## src/hw/rtl/fbpa_pkg.sv

```systemverilog
// Shared types, constants and command/status structs for the block pool allocator.
`timescale 1ns / 1ps
package fbpa_pkg;

  localparam int unsigned POOL_DEPTH      = 256;
  localparam int unsigned HEADER_BYTES    = 32;
  localparam int unsigned MIN_BLOCK_BYTES = 16;

  localparam int unsigned PTR_W  = $clog2(POOL_DEPTH);
  localparam int unsigned CNT_W  = PTR_W + 1;
  localparam int unsigned ADDR_W = 32;
  localparam int unsigned BSZ_W  = 16;
  localparam int unsigned CFG_IDX_W = 2;

  localparam logic [CNT_W-1:0]  POOL_CNT_MAX = CNT_W'(POOL_DEPTH);
  localparam logic [ADDR_W-1:0] HEADER_OFS   = ADDR_W'(HEADER_BYTES);
  localparam logic [BSZ_W-1:0]  MIN_BSZ      = BSZ_W'(MIN_BLOCK_BYTES);
  localparam logic [BSZ_W-1:0]  BSZ_RESET    = BSZ_W'(16);

  typedef enum logic [CFG_IDX_W-1:0] {
    CFG_REGION_BASE = 2'd0,
    CFG_BLOCK_SIZE  = 2'd1,
    CFG_BLOCK_COUNT = 2'd2,
    CFG_UNUSED      = 2'd3
  } cfg_idx_e;

  typedef enum logic [1:0] {
    MODE_INIT  = 2'd0,
    MODE_ALLOC = 2'd1,
    MODE_FREE  = 2'd2,
    MODE_RSVD  = 2'd3
  } mode_e;

  typedef enum logic [1:0] {
    ST_OK       = 2'd0,
    ST_INVALID  = 2'd1,
    ST_EMPTY    = 2'd2,
    ST_OVERFLOW = 2'd3
  } status_e;

  typedef enum logic [1:0] {
    S_IDLE,
    S_EXEC,
    S_FILL,
    S_GRANT
  } state_e;

  typedef struct packed {
    logic    capture;
    logic    fill_start;
    logic    fill_step;
    logic    fill_done;
    logic    alloc_read;
    logic    alloc_pop;
    logic    free_push;
    logic    res_load;
    status_e res_status;
  } cmd_t;

  typedef struct packed {
    mode_e mode;
    logic  init_bad;
    logic  pool_valid;
    logic  empty;
    logic  full;
    logic  addr_zero;
    logic  fill_last;
  } sts_t;

endpackage

```

## src/hw/rtl/fbpa_ctrl.sv

```systemverilog
// Controller state machine: decodes each request and sequences the datapath.
`timescale 1ns / 1ps
module fbpa_ctrl import fbpa_pkg::*; (
  input  logic clk_i,
  input  logic rst_ni,
  input  logic start_i,
  input  sts_t sts_i,
  output cmd_t cmd_o,
  output logic busy_o
);

  state_e state_q, state_d;

  always_ff @(posedge clk_i or negedge rst_ni) begin
    if (!rst_ni) begin
      state_q <= S_IDLE;
    end else begin
      state_q <= state_d;
    end
  end

  always_comb begin
    state_d = state_q;
    cmd_o   = '0;
    unique case (state_q)
      S_IDLE: begin
        if (start_i) begin
          cmd_o.capture = 1'b1;
          state_d       = S_EXEC;
        end
      end
      S_EXEC: begin
        state_d        = S_IDLE;
        cmd_o.res_load = 1'b1;
        unique case (sts_i.mode)
          MODE_INIT: begin
            if (sts_i.init_bad) begin
              cmd_o.res_status = ST_INVALID;
            end else begin
              cmd_o.res_load   = 1'b0;
              cmd_o.fill_start = 1'b1;
              state_d          = S_FILL;
            end
          end
          MODE_ALLOC: begin
            priority if (!sts_i.pool_valid) begin
              cmd_o.res_status = ST_INVALID;
            end else if (sts_i.empty) begin
              cmd_o.res_status = ST_EMPTY;
            end else begin
              cmd_o.res_load   = 1'b0;
              cmd_o.alloc_read = 1'b1;
              state_d          = S_GRANT;
            end
          end
          MODE_FREE: begin
            priority if (!sts_i.pool_valid || sts_i.addr_zero) begin
              cmd_o.res_status = ST_INVALID;
            end else if (sts_i.full) begin
              cmd_o.res_status = ST_OVERFLOW;
            end else begin
              cmd_o.free_push  = 1'b1;
              cmd_o.res_status = ST_OK;
            end
          end
          default: begin
            cmd_o.res_status = ST_INVALID;
          end
        endcase
      end
      S_FILL: begin
        cmd_o.fill_step = 1'b1;
        if (sts_i.fill_last) begin
          cmd_o.fill_done  = 1'b1;
          cmd_o.res_load   = 1'b1;
          cmd_o.res_status = ST_OK;
          state_d          = S_IDLE;
        end
      end
      S_GRANT: begin
        cmd_o.alloc_pop  = 1'b1;
        cmd_o.res_load   = 1'b1;
        cmd_o.res_status = ST_OK;
        state_d          = S_IDLE;
      end
      default: begin
        state_d = S_IDLE;
      end
    endcase
  end

  assign busy_o = (state_q != S_IDLE);

endmodule

```

## config.mk

```make
export PLATFORM = sky130hd
export DESIGN_NAME = fbpa_ctrl
export DESIGN_NICKNAME = d
export VERILOG_FILES = /design/src/hw/rtl/fbpa_pkg.sv /design/src/hw/rtl/fbpa_ctrl.sv
export SDC_FILE = /design/constraint.sdc
export NUM_CORES = 1
export LEC_CHECK = 0
export ABC_AREA = 1
export BUFFER_PORTS_ARGS = -buffer_cell sky130_fd_sc_hd__buf_2
export CORE_AREA = 2 2 39 41
export DETAILED_ROUTE_END_ITERATION = 10
export DIE_AREA = 0 0 41 43
export PLACE_DENSITY_LB_ADDON = 0.25
export SETUP_SLACK_MARGIN = 0.02
export SYNTH_ARGS = -nofsm -noshare
export SYNTH_HDL_FRONTEND = slang
export SYNTH_SLANG_ARGS = --single-unit
```

## constraint.sdc

```tcl
create_clock -name clk_i -period 1.2 [get_ports clk_i]
set_input_delay 0.24 -clock clk_i [delete_from_list [all_inputs] [get_ports clk_i]]
set_output_delay 0.24 -clock clk_i [all_outputs]
set_load 0.02 [all_outputs]
```

Yosys cells after proc, flatten, opt, wreduce, memory -nomap -nowiden

Cells that the tools add are included.

Register bits: 2
Input port bits: 11
Output and inout bits: 11
Logic and storage cells: 49

Equality and inequality tests: 7
Mux-type cells: 35
Reductions and logical operators: 6

Operators by type and width:

| operator             | number |
|---|---|
| $mux W2              | 10 |
| $mux W1              | 19 |
| $pmux W3 S3          | 1 |
| $pmux W2 S4          | 1 |
| $eq A2 B2 Y1 const B | 3 |
| $pmux W2 S3          | 1 |
| $eq A2 B1 Y1 const B | 2 |
| $logic_not A2 Y1     | 2 |
| $ne A2 B2 Y1 const B | 2 |
| $pmux W2 S2          | 1 |
| $mux W3              | 1 |
| $pmux W1 S2          | 1 |
| $reduce_and A2 Y1    | 1 |
| $reduce_bool A2 Y1   | 1 |
| $logic_not A1 Y1     | 1 |
| $logic_or A1 B1 Y1   | 1 |

Depth between registers and ports, before layout

Gate-level depths: netlist (run 1).

Depth after elaboration: 5
Gate-level depth with buffers: 6
Mapped depth without buffers: 6

Least setup slack after synthesis (run 1)

No wires, ideal clock.

Path kind: register -> output
Start: register state_q[0]
End: output cmd_o[2] (netlist name)
Arrival time: 1,233 ps
Data required time: 960 ps
Path slack: -273 ps
Stages on the path, launching flop included: 4
Path buffers: 0
Cell sequence: dfrtp_1 nor3_1 nor2_1 nand2_1

RTL lines:

| element                  | line            | source |
|---|---|---|
| start: declaration       | fbpa_ctrl.sv:12 | `state_e state_q, state_d;` |
| start signal: assignment | fbpa_ctrl.sv:18 | `state_q <= state_d;` |
| end: declaration         | fbpa_ctrl.sv:8  | `output cmd_t cmd_o,` |

==> results of run 1 <==
## layer usage
layer | part of all wire (%) | vias up
met1 | 35 | 188
met4 | 0 | 0
li1 | - | 213
met3 | 6.8 | 0
met2 | 58 | 14
met5 | 0 | -
## layout make-up
class	count	area, sq um
Fill cell	148	791
Timing Repair Buffer	29	236
Multi-Input combinational cell	35	213
Inverter	13	51.3
Sequential cell	2	50.0
Clock buffer	3	22.5
Tap cell	16	20.0
## power by group through the flow
stage | Clock (mW) | Sequential, mW | Combinational [mW]
2_1_floorplan | 0 | 0.0833 | 0.104
3_3_place_gp | 0 | 0.0792 | 0.168
3_5_place_dp | 0 | 0.0794 | 0.169
4_1_cts | 0.160 | 0.0808 | 0.202
5_1_grt | 0.163 | 0.0817 | 0.276
6_report | 0.149 | 0.0811 | 0.253
## cell usage in the layout (no fill, tap or decap)
cell           instances
nand2_1               11
buf_6                 11
buf_2                 10
inv_1                  8
buf_4                  7
nor2_1                 6
nand3_1                5
inv_2                  4
nor2_4                 3
nor2_2                 3
clkbuf_4               3
o21ai_0                2
nor3_4                 2
dfrtp_1                2
inv_4                  1
nand3b_1               1
nand2_4                1
nand3_2                1
dlygate4sd3_1          1
## cells by family after synthesis
kind of cell    after synthesis
simple gates                 33
compound gates                2
flops                         2
buf+inv                      13
## what timing repair did
item	4_1_cts	5_1_grt
hold buffers	1	0
setup endpoints to repair	11	11
hold endpoints to repair	2	0
gates resized for setup	20	13
pin swaps	3	3
setup buffers	0	5
## stage by stage
step | instance area (sq um) | instances | hold slack (ps)
2_1_floorplan | 284 | 50 | -55.6
3_3_place_gp | 424 | 89 | 28.8
3_5_place_dp | 424 | 89 | 28.4
4_1_cts | 512 | 93 | 314
5_1_grt | 593 | 98 | 336
6_report | 593 | 98 | 326
## path summary, 6_finish.rpt
| check | from | endpoint | slack, ps | cells past startpoint |
|---|---|---|---|---|
| max in group asynchronous | rst_ni | state_q[0]$_DFFE_PN0P_ | 770 | 2 |
| min in group clk_i | sts_i[0] | state_q[1]$_DFFE_PN0P_ | 330 | 4 |
| worst min register to register | state_q[0]$_DFFE_PN0P_ | state_q[0]$_DFFE_PN0P_ | 750 | 4 |
| worst max register to register | state_q[1]$_DFFE_PN0P_ | state_q[1]$_DFFE_PN0P_ | 140 | 5 |
| worst max-delay path | state_q[1]$_DFFE_PN0P_ | cmd_o[8] | -220 | 5 |
| worst min-delay path | rst_ni | state_q[1]$_DFFE_PN0P_ | 330 | 2 |
==> run metrics, run 1 <==
critical-path cell list=nor2_4 > buf_4 > nand3_2 > inv_2 > buf_6; IO buf count=21; post-detail-place hpwl=623 um; initial antenna violation count=0; Hold Fails Final Rpt=0; Synth Area in XOR/XNOR=0%; Final Util=42.9%; Wirelength per Cell=8.76 um; core region area=1380 sq um; flip-flop count of the largest register after layout=2; TritonCTS clock tree=done; RSZ-0062 raised after global routing=true; power density cells=815 nW/um^2; Compound-Gate Fraction of Synth Area=3.90%; drt drc=0; CP startpoint kind=flop; placer's final routability congestion estimate=0.698; biggest regs=state_q x2; FF+latch count, synth=2; Netlist cell types=11; CP max stage delay=420 ps; met3 Use GR=3.14%; clock buffer depth=2; Switching Share=37.2%; Fin Setup TNS=-1610 ps; largest family of logic cells by synthesized area=simple AND/OR/NAND/NOR gates; Die H=43 um; clk sinks=2; Commonest cells post-synth=nand2_1, inv_1, nor2_1, nand3_1; Die Area=1760 sq um; Mapped Nets=61; outcome=complete, but fails checks; clock transition at the registers of the reported paths=30 ps; Clock Power Share=30.9%; skew final=5.95 ps; CTS H-tree depth=1; dpl ws=-28.8 ps; Reg with most FFs=state_q; vias in the first global route=343; post-synthesis adder-cell area fraction=0%; CTS Buf Count=3; total wire length=858 um; starting density of the core=18.5%; Synth Warn #=0; Buf/Inv on CP=3; Avg Cell Area, Syn=5.13 sq um; gr ovfl total=0; Comb pwr share=52.3%; fmax=704 MHz; met2 capacity usage during global routing=17.5%; CP max FO=4; ANT cells=0; async set or reset register ratio after synthesis=100%; proportion of layout cells with a drive suffix above 1=56.1%; 1st-pass router iterations=1; Iteration-0 DRC Markers=0; via count=415; failing checks=negative setup slack; Synth Area in Simple Gates=57.6%; Leak Pwr=0.335 nW; pin count of the biggest net entering global routing=6; mux cell area share after synthesis=0%; Post-DRT Antenna Nets=0; Clock Latency Late Sink=230 ps; GRT Total Usage=9.86%; busiest grt layer=met2; P_sw=0.180 mW; Die W=41 um; area share of the largest cell type after synthesis=19.5%; Final Total Pwr=0.483 mW; CTS root buf=clkbuf_4; final net count=95; most frequent cell after synthesis=nand2_1; ys flop type=dfrtp_1; crit share post-route=118%; cell taking the most area after synthesis=dfrtp_1; via/cell ratio=4.23; worst setup margin=-221 ps; Critical Path RT=960 ps; Max Cap Viol=0; min Tclk post-route=1420 ps; IO Count=22; Crit-path slowest cell=dfrtp_1; P&R area growth vs syn=131%; GR Layer Usage met1=9.71%; crit end category=output port; cell area after synthesis=256 sq um; Synth area leaders=dfrtp_1, nand2_1, inv_1; internal power=0.304 mW; WS Path Type=reg -> out; std cell rows=14; crit path DAT=1180 ps; sequential share of power=16.8%; EDFF count, synth=0; setup violators final=11; post-synthesis sequential area ratio=19.5%; worst hold-check path type=in -> async; Slew Limit Fails=0; family with the most delay on the worst path=flip-flops; Peak VDD IR=0.680 mV; Synth Instances=50; first-pass GRT wire length=1210 um; relative slew slack=87.0%; worst slew pin tran=195 ps
Note: power is estimated with default switching activity, not from simulation.
==> run 2, diff against run 1 <==
--- a/config.mk
+++ b/config.mk
@@ -5,9 +5,9 @@
 export SDC_FILE = /design/constraint.sdc
 export NUM_CORES = 1
 export LEC_CHECK = 0
-export ABC_AREA = 1
 export BUFFER_PORTS_ARGS = -buffer_cell sky130_fd_sc_hd__buf_2
 export CORE_AREA = 2 2 39 41
+export CTS_CLUSTER_SIZE = 12
 export DETAILED_ROUTE_END_ITERATION = 10
 export DIE_AREA = 0 0 41 43
 export PLACE_DENSITY_LB_ADDON = 0.25
==> run 2 against run 1 <==
The flow still finishes with violations (negative setup slack); total power fell by 5.8%; register-to-register slack improved by 50 ps; synthesized cell count shrank 42%; routed wire length is 3.5% lower; setup slack worse by 56 ps; critical endpoint is now cmd_o[3]; largest cell class is now multi-input combinational cells; largest power group unchanged.
==> run metrics, run 2 <==
fillers=150 (+1.4%); P&R area growth vs syn=142%; Fin Setup TNS=-2230 ps (-622 ps); skew final=1.53 ps (-4.42 ps); worst slew pin tran=228 ps (+33.3 ps); met2 wire length=467 um (-6.2%); proportion of layout cells with a drive suffix above 1=73.8% (+18 points); Met1 Wirelength=311 um (+3.7%); most frequent cell after synthesis=inv_1; async set or reset register ratio after synthesis=100% (unchanged); leading cell type in the layout, fill and taps excluded=buf_2; most frequent cells in the layout=buf_2, buf_4, buf_6, inv_1, clkbuf_4; TritonCTS clock tree=done; drt drc=0 (unchanged); IO buf count=21 (unchanged); failing checks=negative setup slack; Die Area=1760 sq um (unchanged); vias in the first global route=339 (-1.2%); Synth Warn #=0 (unchanged); Mapped Nets=40 (-34%); 1st-pass router iterations=2 (+1); Slew Limit Fails=0 (unchanged); first-pass GRT wire length=1380 um (+14%); clock transition at the registers of the reported paths=30 ps (about the same); ys flop type=dfrtp_1; CP startpoint kind=flop; post-synthesis sequential area ratio=22.0% (+2.5 points); cell area after synthesis=228 sq um (-11%); Clock Latency Late Sink=230 ps (about the same); final net count=74 (-22%); fmax=677 MHz (-3.8%); area share of the largest cell type after synthesis=22.0% (+2.5 points); CTS Buf Count=3 (unchanged); CTS root buf=clkbuf_4; clock buffer depth=2 (unchanged); crit share post-route=123% (+4.7 points); crit path DAT=1240 ps (+60 ps); RSZ-0062 raised after global routing=true; Reg with most FFs=state_q; Iteration-0 DRC Markers=4 (+4); setup violators final=11 (unchanged); biggest regs=state_q x2; outcome=complete, but fails checks; GRT Total Usage=12.2% (+2.4 points); placer's final routability congestion estimate=0.622 (-11%); total wire length=828 um (-3.5%); CTS H-tree depth=1 (unchanged); Avg Cell Area, Syn=7.85 sq um (+53%); relative slew slack=84.5% (-2.4 points); initial antenna violation count=0 (unchanged); Post-DRT Antenna Nets=0 (unchanged); Leak Pwr=0.267 nW (-20%); Critical Path RT=960 ps (about the same); clk sinks=2 (unchanged); Wirelength per Cell=10.8 um (+23%); worst setup margin=-278 ps (-56.4 ps); Commonest cells post-synth=inv_1, a21oi_1; crit end category=output port; FF+latch count, synth=2 (unchanged); pin count of the biggest net entering global routing=6 (unchanged); CP max FO=5 (+1); max layer used=met3; Netlist cell types=19 (+8); WS Path Type=reg -> out; gr ovfl total=0 (unchanged); core region area=1380 sq um (unchanged); dpl ws=-159 ps (-131 ps); ANT cells=0 (unchanged); IO Count=22 (unchanged); via count=337 (-19%); std cell rows=14 (unchanged); post-detail-place hpwl=593 um (-4.9%); Die H=43 um (unchanged); Hold Fails Final Rpt=0 (unchanged); via/cell ratio=4.38 (+3.4%); EDFF count, synth=0 (unchanged); Peak VDD IR=0.305 mV (-55%); Max Cap Viol=0 (unchanged); Synth Instances=29 (-42%); flip-flop count of the largest register after layout=2 (unchanged); worst hold-check path type=in -> reg; starting density of the core=16.5% (-2.1 points); min Tclk post-route=1480 ps (+56.4 ps); Die W=41 um (unchanged); Synth area leaders=dfrtp_1, nor3b_2, a21oi_1; power density cells=825 nW/um^2 (+1.2%); cell taking the most area after synthesis=dfrtp_1; met3 WL=49 um (-16%)
run 2: cell count changes in the layout (fill, tap and decap cells not counted), sizes merged, moves of 2 or more:
cell | before | now
a21oi | 0 | 3
and2 | 0 | 2
inv | 13 | 4
nand2 | 12 | 1
nand2b | 0 | 2
nand3 | 6 | 0
nor2 | 12 | 2
nor3b | 0 | 2
or2 | 0 | 2
run 2: kinds of logic after synthesis:
kind of cell	count (synthesis)	synth area share, %
DFF	2	22.0
and+or+nand+nor	15	48.9
buffers and inverters	4	6.59
AOI/OAI and AO/OA	8	22.5
run 2: metal layers:
metal / GRT usage [%] / vias to the layer above
met1: 13.4 / 157
li1: - / 168
met5: 0 / -
met4: 12.0 / 0
met2: 17.2 / 12
met3: 3.66 / 0
run 2: worst max-delay path, cell delays in order (launching register included):
cell,delay [ps]
dfrtp_1,400
nand2b_4,190
and4bb_2,310
buf_6,120
run 2: area by class of cell:
cell class | count | area, sq um | share of cell area (%)
multi-input combinational | 23 | 236 | 42.9
timing repair buffer | 29 | 206 | 37.4
sequential | 2 | 51.3 | 9.30
clock buffer | 3 | 22.5 | 4.08
tap | 16 | 20.0 | 3.63
inverter | 4 | 15.0 | 2.72
run 2: metrics by stage:
stage | power [mW] | hold WS (ps) | cells | cell area (sq um) | utilization (%)
after CTS | 0.441 | 314 | 76 | 498 | 36.0
after floorplan | 0.185 | -55.6 | 29 | 268 | -
final | 0.455 | 316 | 77 | 552 | 39.9
after global routing | 0.488 | 325 | 77 | 552 | 39.9
after global placement | 0.258 | 26.9 | 71 | 430 | 31.1
after detailed placement | 0.259 | 28.6 | 71 | 430 | 31.1
run 2: power by group:
part	leakage (nW)	internal, mW	switching [mW]	total (mW)
Combinational	0.228	0.106	0.109	0.215
Sequential	0.0249	0.0750	0.0107	0.0858
Clock	0.0138	0.111	0.0434	0.154
Total	0.267	0.292	0.163	0.455
run 2: repair_timing:
item,CTS,global route
hold buffers,1,0
endpoints found under the setup margin,11,11
setup buffers,1,1
pin swaps,1,1
hold endpoints to repair,2,0
gates resized for setup,10,10
run 2: path summary, 6_finish.rpt:
path | from | to | slack [ps] | cells after the start
worst min-delay path | start_i | state_q[0]$_DFFE_PN0P_ | 320 | 3
worst min register to register | state_q[0]$_DFFE_PN0P_ | state_q[1]$_DFFE_PN0P_ | 690 | 3
max in group asynchronous | rst_ni | state_q[0]$_DFFE_PN0P_ | 760 | 2
worst max register to register | state_q[1]$_DFFE_PN0P_ | state_q[1]$_DFFE_PN0P_ | 190 | 4
worst max-delay path | state_q[1]$_DFFE_PN0P_ | cmd_o[3] | -280 | 3
min in group asynchronous | rst_ni | state_q[1]$_DFFE_PN0P_ | 330 | 2
==> run 3, diff against run 2 <==
==> constraint.sdc (replaced) <==
create_clock -name clk_i -period 1.2 [get_ports clk_i]
set_input_delay 0.18 -clock clk_i [delete_from_list [all_inputs] [get_ports clk_i]]
set_output_delay 0.18 -clock clk_i [all_outputs]
set_load 0.02 [all_outputs]
==> run 3 against run 2 <==
The flow still finishes with violations (negative setup slack); routed wire length is 3.7% lower; clock power hardly changed; clock-buffer cell count stayed put; clock skew is 2.8 ps higher; global-route usage is 1.3 points lower; via count is 3.3% lower; setup slack better by 120 ps; sequential power is 4.7% lower; sequential cell count stayed put; utilization is 1.1 points lower; sequential share of layout area hardly changed.
==> run metrics, run 3 (synthesis gave the netlist of run 2 again) <==
outcome=complete, but fails checks; failing checks=negative setup slack; P&R area growth vs syn=136%; Placed Area=399 sq um (-7.3%); crit end category=output port; core region area=1380 sq um (unchanged); internal reg-to-reg setup slack=110 ps (-80 ps); GRT Total Usage=10.9% (-1.3 points); via/cell ratio=4.35 (-0.68%); worst hold-check path type=in -> reg; fillers=156 (+4.0%); FF-to-FF Start=state_q[1]$_DFFE_PN0P_; Clock Latency Late Sink=230 ps (about the same); met2 capacity usage during global routing=14.7% (-2.5 points); busiest grt layer=met2; crit path DAT=1180 ps (-60 ps); min Tclk post-route=1360 ps (-118 ps); Peak VDD IR=0.273 mV (-10%); CP startpoint kind=flop; Post-DRT Antenna Nets=0 (unchanged); Slew Limit Fails=0 (unchanged); Hold Fails Final Rpt=0 (unchanged); vias in the first global route=299 (-12%); Worst R2R Path Depth=5 (+1); Die Area=1760 sq um (unchanged); TritonCTS clock tree=done; via count=326 (-3.3%); CP Capture Point=cmd_o[9]; Wirelength per Cell=10.6 um (-1.2%); std cell rows=14 (unchanged); setup violators final=11 (unchanged); relative slew slack=82.0% (-2.5 points); pin count of the biggest net entering global routing=6 (unchanged); fmax=736 MHz (+8.7%); Critical Path RT=1020 ps (+60 ps); RSZ-0062 raised after global routing=true; leading cell type in the layout, fill and taps excluded=buf_2; total wire length=797 um (-3.7%); flip-flop count of the largest register after layout=2 (unchanged); clock transition at the registers of the reported paths=30 ps (about the same); starting density of the core=16.5% (unchanged); Finished Cell Area=537 sq um (-2.7%); gr ovfl total=0 (unchanged); Reg with most FFs=state_q; initial antenna violation count=0 (unchanged); crit share post-route=113% (-9.8 points); ANT cells=0 (unchanged); WS Path Type=reg -> out; CP max FO=5 (unchanged); most frequent cells in the layout=buf_2, buf_6, buf_4, inv_1, clkbuf_4; proportion of layout cells with a drive suffix above 1=72.9% (-0.89 points); drt drc=0 (unchanged); Die H=43 um (unchanged); first-pass GRT wire length=1210 um (-13%); final net count=72 (-2.7%); hold slack=262 ps (-53.5 ps); IO Count=22 (unchanged); biggest regs=state_q x2; Critical path origin=state_q[1]$_DFFE_PN0P_; Die W=41 um (unchanged); CTS root buf=clkbuf_4; skew final=4.35 ps (+2.82 ps); Max Cap Viol=0 (unchanged); GR Layer Usage met1=11.9% (-1.5 points); RR Endpoint=state_q[1]$_DFFE_PN0P_; clk sinks=2 (unchanged); CTS Buf Count=3 (unchanged); dpl ws=-23.7 ps (+136 ps); Final Util=38.8% (-1.1 points); met3 Use GR=5.24% (+1.6 points); power density cells=848 nW/um^2 (+2.8%); IO buf count=21 (unchanged); Iteration-0 DRC Markers=6 (+2); CTS H-tree depth=1 (unchanged); clock buffer depth=2 (unchanged); worst slew pin tran=266 ps (+37.3 ps); placer's final routability congestion estimate=0.634 (+2.0%); Leak Pwr=0.262 nW (-1.8%); 1st-pass router iterations=4 (+2); Final Total Pwr=0.455 mW (about the same); worst setup margin=-160 ps (+118 ps)
run 3: worst min-delay path by stage:
stage,from,endpoint,cells past startpoint
global placement,rst_ni,state_q[0]$_DFFE_PN0P_,1
global route,rst_ni,state_q[0]$_DFFE_PN0P_,2
finish,start_i,state_q[0]$_DFFE_PN0P_,3
detailed placement,rst_ni,state_q[0]$_DFFE_PN0P_,1
CTS,start_i,state_q[0]$_DFFE_PN0P_,3
floorplan,rst_ni,state_q[0]$_DFFE_PN0P_,0
run 3: per-stage QoR:
| stage | TNS [ps] | instances |
|---|---|---|
| after floorplan | 0 | 29 |
| after global placement | -17.5 | 70 |
| after detailed placement | -23.7 | 70 |
| after CTS | -1220 | 75 |
| after global routing | -1680 | 75 |
| final | -1120 | 75 |
run 3: critical path, stage by stage (launching register included):
cell	delay (ps)
dfrtp_1	370
buf_6	130
or2_4	250
nor2_4	80
buf_6	110
run 3: layout make-up:
type | instances | area, sq um | area share [%]
timing repair buffer | 27 | 210 | 39.2
clock buffer | 3 | 22.5 | 4.20
inverter | 4 | 15.0 | 2.80
sequential | 2 | 50.0 | 9.32
tap | 16 | 20.0 | 3.73
multi-input combinational | 23 | 219 | 40.8
run 3: what timing repair did:
action,CTS,global route
pin swaps,4,2
endpoints found under the setup margin,11,11
gates resized for setup,25,5
hold buffers,1,0
setup buffers,1,0
endpoints found under the hold margin,2,0
run 3: routing by layer:
metal / part of all wire [%] / up-vias
met5: 0 / -
met4: 2.6 / 0
met3: 7.2 / 2
met2: 50 / 18
met1: 40 / 140
li1: - / 166
run 3: report_power, final:
| group | leakage, nW | internal [mW] | switching (mW) |
|---|---|---|---|
| registers | 0.0262 | 0.0742 | 0.00759 |
| clock network | 0.0138 | 0.111 | 0.0444 |
| logic | 0.222 | 0.112 | 0.106 |
